[src/rtl/core/hdr_pkg.sv]
// Package for the heading dead-reckoning block: widths, CORDIC arctangent
// table and controller state type. No dependencies.
package hdr_pkg;

    localparam int ANGLE_BITS_DEF = 16;
    localparam int POS_BITS_DEF   = 48;
    localparam int CORDIC_STEPS   = 24;
    localparam int STEP_BITS      = 5;
    localparam int CW             = 64;
    localparam logic [31:0] HALF_TURN32    = 32'h8000_0000;
    localparam logic [31:0] QUARTER_TURN32 = 32'h4000_0000;
    localparam logic signed [31:0] CORDIC_GAIN_Q30 = 32'sd652032874;

    typedef enum logic [2:0] {
        ST_IDLE,
        ST_PREP,
        ST_YAW,
        ST_ROT_PREP,
        ST_ROT,
        ST_MUL,
        ST_ACC,
        ST_OUT
    } state_t;

    typedef struct packed {
        logic load;
        logic prep;
        logic yaw_step;
        logic rot_prep;
        logic rot_step;
        logic mul;
        logic acc;
    } cmd_t;

    typedef struct packed {
        logic last_step;
    } sts_t;

    // atan(2^-i) with one turn = 2^32.
    function automatic logic [31:0] atan_tab(input logic [STEP_BITS-1:0] i);
        logic [31:0] r;
        begin
            case (i)
                5'd0:  r = 32'h20000000;
                5'd1:  r = 32'h12E4051E;
                5'd2:  r = 32'h09FB385B;
                5'd3:  r = 32'h051111D4;
                5'd4:  r = 32'h028B0D43;
                5'd5:  r = 32'h0145D7E1;
                5'd6:  r = 32'h00A2F61E;
                5'd7:  r = 32'h00517C55;
                5'd8:  r = 32'h0028BE53;
                5'd9:  r = 32'h00145F2F;
                5'd10: r = 32'h000A2F98;
                5'd11: r = 32'h000517CC;
                5'd12: r = 32'h00028BE6;
                5'd13: r = 32'h000145F3;
                5'd14: r = 32'h0000A2FA;
                5'd15: r = 32'h0000517D;
                5'd16: r = 32'h000028BE;
                5'd17: r = 32'h0000145F;
                5'd18: r = 32'h00000A30;
                5'd19: r = 32'h00000518;
                5'd20: r = 32'h0000028C;
                5'd21: r = 32'h00000146;
                5'd22: r = 32'h000000A3;
                5'd23: r = 32'h00000051;
                default: r = 32'h0;
            endcase
            return r;
        end
    endfunction

endpackage

[src/rtl/core/hdr_ctrl.sv]
// Controller for the heading dead-reckoning block: sequences the two CORDIC
// passes, the multiply and the accumulate. Depends on hdr_pkg.
module hdr_ctrl (
    input  logic            clk,
    input  logic            rst_n,
    input  logic            in_valid,
    output logic            in_ready,
    output logic            out_valid,
    input  logic            out_ready,
    input  hdr_pkg::sts_t   sts,
    output hdr_pkg::cmd_t   cmd
);

    hdr_pkg::state_t state_reg, state_next;

    // State register.
    always_ff @(posedge clk or negedge rst_n)
    begin
        if (!rst_n)
        begin
            state_reg <= hdr_pkg::ST_IDLE;
        end
        else
        begin
            state_reg <= state_next;
        end
    end

    // Next state and commands.
    always_comb
    begin
        state_next = state_reg;
        cmd = '0;
        in_ready = 1'b0;
        out_valid = 1'b0;
        unique case (state_reg)
            hdr_pkg::ST_IDLE:
            begin
                in_ready = 1'b1;
                if (in_valid)
                begin
                    cmd.load = 1'b1;
                    state_next = hdr_pkg::ST_PREP;
                end
            end
            hdr_pkg::ST_PREP:
            begin
                cmd.prep = 1'b1;
                state_next = hdr_pkg::ST_YAW;
            end
            hdr_pkg::ST_YAW:
            begin
                cmd.yaw_step = 1'b1;
                if (sts.last_step)
                begin
                    state_next = hdr_pkg::ST_ROT_PREP;
                end
            end
            hdr_pkg::ST_ROT_PREP:
            begin
                cmd.rot_prep = 1'b1;
                state_next = hdr_pkg::ST_ROT;
            end
            hdr_pkg::ST_ROT:
            begin
                cmd.rot_step = 1'b1;
                if (sts.last_step)
                begin
                    state_next = hdr_pkg::ST_MUL;
                end
            end
            hdr_pkg::ST_MUL:
            begin
                cmd.mul = 1'b1;
                state_next = hdr_pkg::ST_ACC;
            end
            hdr_pkg::ST_ACC:
            begin
                cmd.acc = 1'b1;
                state_next = hdr_pkg::ST_OUT;
            end
            hdr_pkg::ST_OUT:
            begin
                out_valid = 1'b1;
                if (out_ready)
                begin
                    state_next = hdr_pkg::ST_IDLE;
                end
            end
            default:
            begin
                state_next = hdr_pkg::ST_IDLE;
            end
        endcase
    end

`ifndef SYNTHESIS
    // A request is never taken while a result is pending.
    a_no_overlap: assert property (@(posedge clk) disable iff (!rst_n)
        !(in_ready && out_valid)) else $error("input and output both open");
    // A load always starts a yaw pass.
    a_load_prep: assert property (@(posedge clk) disable iff (!rst_n)
        cmd.load |=> cmd.prep) else $error("load not followed by prep");
    // The accumulate is followed by a pending result.
    a_acc_out: assert property (@(posedge clk) disable iff (!rst_n)
        cmd.acc |=> out_valid) else $error("accumulate not followed by result");
`endif

endmodule

[config.mk]
export PLATFORM = sky130hd
export DESIGN_NAME = hdr_ctrl
export DESIGN_NICKNAME = d
export VERILOG_FILES = /design/src/rtl/core/hdr_pkg.sv /design/src/rtl/core/hdr_ctrl.sv
export SDC_FILE = /design/constraint.sdc
export NUM_CORES = 1
export LEC_CHECK = 0
export BUFFER_PORTS_ARGS = -buffer_cell sky130_fd_sc_hd__buf_2
export CAP_MARGIN = 0
export CORE_AREA = 2 2 39 41
export CTS_BUF_LIST = sky130_fd_sc_hd__clkbuf_4
export CTS_CLUSTER_SIZE = 14
export DETAILED_ROUTE_END_ITERATION = 8
export DIE_AREA = 0 0 41 43
export SYNTH_ARGS = -nofsm -noshare
export SYNTH_HDL_FRONTEND = slang
export SYNTH_SLANG_ARGS = --single-unit
[constraint.sdc]
create_clock -name clk -period 0.9 [get_ports clk]
set_input_delay 0.045 -clock clk [delete_from_list [all_inputs] [get_ports clk]]
set_output_delay 0.045 -clock clk [all_outputs]
set_load 0.01 [all_outputs]
==> results.txt <==
The final setup violation count came out at 12. The share of synthesized area in the top cell type comes to 0.313. The total design power is ~0.0016 W.

Input and output buffers added on the ports amount to 13. The maximum vdd ir drop came out at 0.936 mV. The initial utilization of the core area, before any placement, comes to 0.174. The synthesis-to-layout area growth came out at 84.4%.

The area of the core is 1380 um^2. The global placer's final weighted congestion came out at between 0.6 and 0.7. The number of nets in the synthesized netlist is 31.

The smallest hold slack is 38.7 ps. The count of warnings emitted by yosys is 0. Setup repair after global routing could not meet its margin everywhere. The row count is 14.

The critical path data required time is approximately 850 ps. The path type of the worst setup path is flip-flop to output port. Synthesis inferred 3 register bits. The biggest area contributor in the post-synthesis netlist is sky130_fd_sc_hd__dfrtp_1. The synthesized netlist contains 17 unique library cells. In the finished design, the share of the clock period the worst path needs comes to 1.33. The clock drives 3 sinks. In this run the worst hold path is classified as input port to flip-flop. After synthesis, the cell types taking the most area are sky130_fd_sc_hd__dfrtp_1 (31%), sky130_fd_sc_hd__and3_2 (9.4%), sky130_fd_sc_hd__a221oi_2 (6.3%). The endpoint class of the critical path is an output port. Traced cell by cell, the critical path runs through nor3_4 -> and2_1 -> buf_2. The number of buffers created by CTS is 3. The maximum clock path buffer count is 2. The total iterations of the first detailed-routing run came out at 2. The share of cells above drive strength 1 is 0.755. The tree is rooted in a sky130_fd_sc_hd__clkbuf_4.

The top fanout value on the critical path came out at 6. The synthesized netlist cell count came out at 26. The first global-routing pass estimated 910 um of wire. The later-pin clock latency in the skew report came out at 230 ps.

The share of the Yosys chip area taken by registers is 0.313. The leakage power came out at approximately 0.22 nW. The depth of the CTS H-tree is 1. The post-layout worst setup margin is -295 ps.

The final-report hold violation count came to 0. The pre-CTS worst setup slack is -128 ps. The number of filler cells placed in the layout came out at 159. The synthesized area per cell is 9.24 um^2. The mean routed wirelength per cell is 10.1 um. The number of global-route vias before repair came out at 242. The flow ran to the end, but the final reports show violations. The slowest stage of the critical path is the sky130_fd_sc_hd__dfrtp_2 cell. The worst path arrival time is 1150 ps. The die footprint came out at 1760 um^2. The ratio of routed vias to standard cells came out at 4.31. The number of remaining DRC errors came out at 0. STA classifies the critical path startpoint as a flip-flop. For the pin with the worst max-slew slack, the measured transition is 184 ps.

The power per standard cell area came out at 3700 nW/um^2. The worst pin sits at a relative slew slack of 0.877. The number of antenna violations at the first check in global routing came out at 0. Entering global routing, the biggest net connects 11 pins. The final layout contains routed wiring with a total length of 658 um. Based on the critical path, the design can be clocked at up to between 0.8 and 0.9 GHz. The final critical-path required period came out at between 1000 and 1500 ps. The number of nets still failing antenna checks after routing is 0.

After routing, the total negative slack on setup checks comes to -2700 ps. The floorplan step set the die width to 41 um. The area of the mapped netlist is 240 um^2. In the global route stage, overall resource usage came out at 0.0797. The register with the most flip-flops in the layout has 3 of them. The antenna diode instance count came out at 0. The clock slew at the register clock pins of the worst setup and hold paths came out at 40 ps. The number of DRC violations after detailed-routing iteration 0 is 1.

TritonCTS built the clock tree. The boundary pin count is 14. The peak per-stage delay on the critical path came out at approximately 460 ps. The max capacitance violation total came out at 0. The aggregate global routing overflow came out at 0.

Across the routed clock network, the largest skew measured is roughly 1.6 ps. After the last flow step, the layout net total stands at 55. The final reports fail on setup timing. The detailed router placed 280 vias in this run. The number of max-slew violations in the final report is 0. The die span in y came out at 43 um.
[layer usage]
layer,track usage,vias to the layer above,wire length (um)
li1,-,140,-
met1,0.0817,132,261
met2,0.122,8,346
met3,0.0314,0,50
met4,0.0600,0,0
met5,0,-,0
[worst max-delay path: cells and delay by family, from the launching register on]
family        cells  cell delay (ps)
simple gates      2              340
flops             1              460
buf+inv           1              120
[where the power goes]
group          switching (W)  leakage [nW]  total, W  internal (W)
logic               0.000432         0.170   0.00103      0.000595
clock network      0.0000684        0.0184  0.000265      0.000196
registers           0.000138        0.0312  0.000349      0.000211
[cell families (layout without fill, tap and decap cells)]
kind of cell	Yosys count	count (layout)	synth area share
flops	3	3	0.312
buf+inv	4	27	0.125
compound gates	7	7	0.224
simple gates	12	12	0.339
[through the flow]
| stage | instance area, um^2 | instances | util |
|---|---|---|---|
| 6_report | 443 | 65 | 0.320 |
| 5_1_grt | 443 | 65 | 0.320 |
| 4_1_cts | 415 | 65 | 0.300 |
| 3_5_place_dp | 328 | 55 | 0.237 |
| 3_3_place_gp | 328 | 55 | 0.237 |
| 2_1_floorplan | 246 | 26 | - |
[final timing paths]
kind | from | end | slack [ps] | cells after the start
min in group asynchronous | rst_n | state_reg[0] | 130 | 2
hold / removal | out_ready | state_reg[0] | 40 | 2
setup reg to reg | state_reg[1] | state_reg[0] | -180 | 4
setup / recovery | state_reg[2] | cmd[6] | -290 | 3
hold reg to reg | state_reg[2] | state_reg[2] | 580 | 1
max in group asynchronous | rst_n | state_reg[2] | 650 | 2
[cells in the final DEF (no fill, tap or decap), types with 2 or more instances in the layout]
master / instances
sky130_fd_sc_hd__and2_1: 2
sky130_fd_sc_hd__a21oi_1: 2
sky130_fd_sc_hd__buf_6: 5
sky130_fd_sc_hd__and3_2: 2
sky130_fd_sc_hd__buf_2: 12
sky130_fd_sc_hd__clkbuf_4: 4
sky130_fd_sc_hd__o21a_1: 2
sky130_fd_sc_hd__buf_4: 4
sky130_fd_sc_hd__dfrtp_2: 2
[synth_stat cells (all sizes together)]
| master | instances |
|---|---|
| nand2 | 1 |
| nor3 | 2 |
| inv | 1 |
| nor2 | 2 |
| nor3b | 2 |
| o211ai | 1 |
| and3 | 3 |
| o22ai | 1 |
| a221oi | 1 |
| buf | 3 |
| dfrtp | 3 |
| o21a | 2 |
| and2 | 2 |
| a21oi | 2 |
[what timing repair did]
| action | 4_1_cts | 5_1_grt |
|---|---|---|
| pin swaps | 2 | 2 |
| hold endpoints to repair | 3 | 0 |
| resized for setup | 4 | 7 |
| buffers inserted | 5 | 0 |
| endpoints found under the setup margin | 12 | 12 |
| hold buffers | 1 | 0 |
[cell type report]
cell class	count	area, um^2	area share
Sequential cell	3	77.6	0.175
Inverter	1	3.75	0.00847
Multi-Input combinational cell	19	155	0.350
Clock buffer	4	30.0	0.0678
Tap cell	16	20.0	0.0452
Timing Repair Buffer	22	156	0.353
No activity file was read; power rests on OpenSTA's default activity.
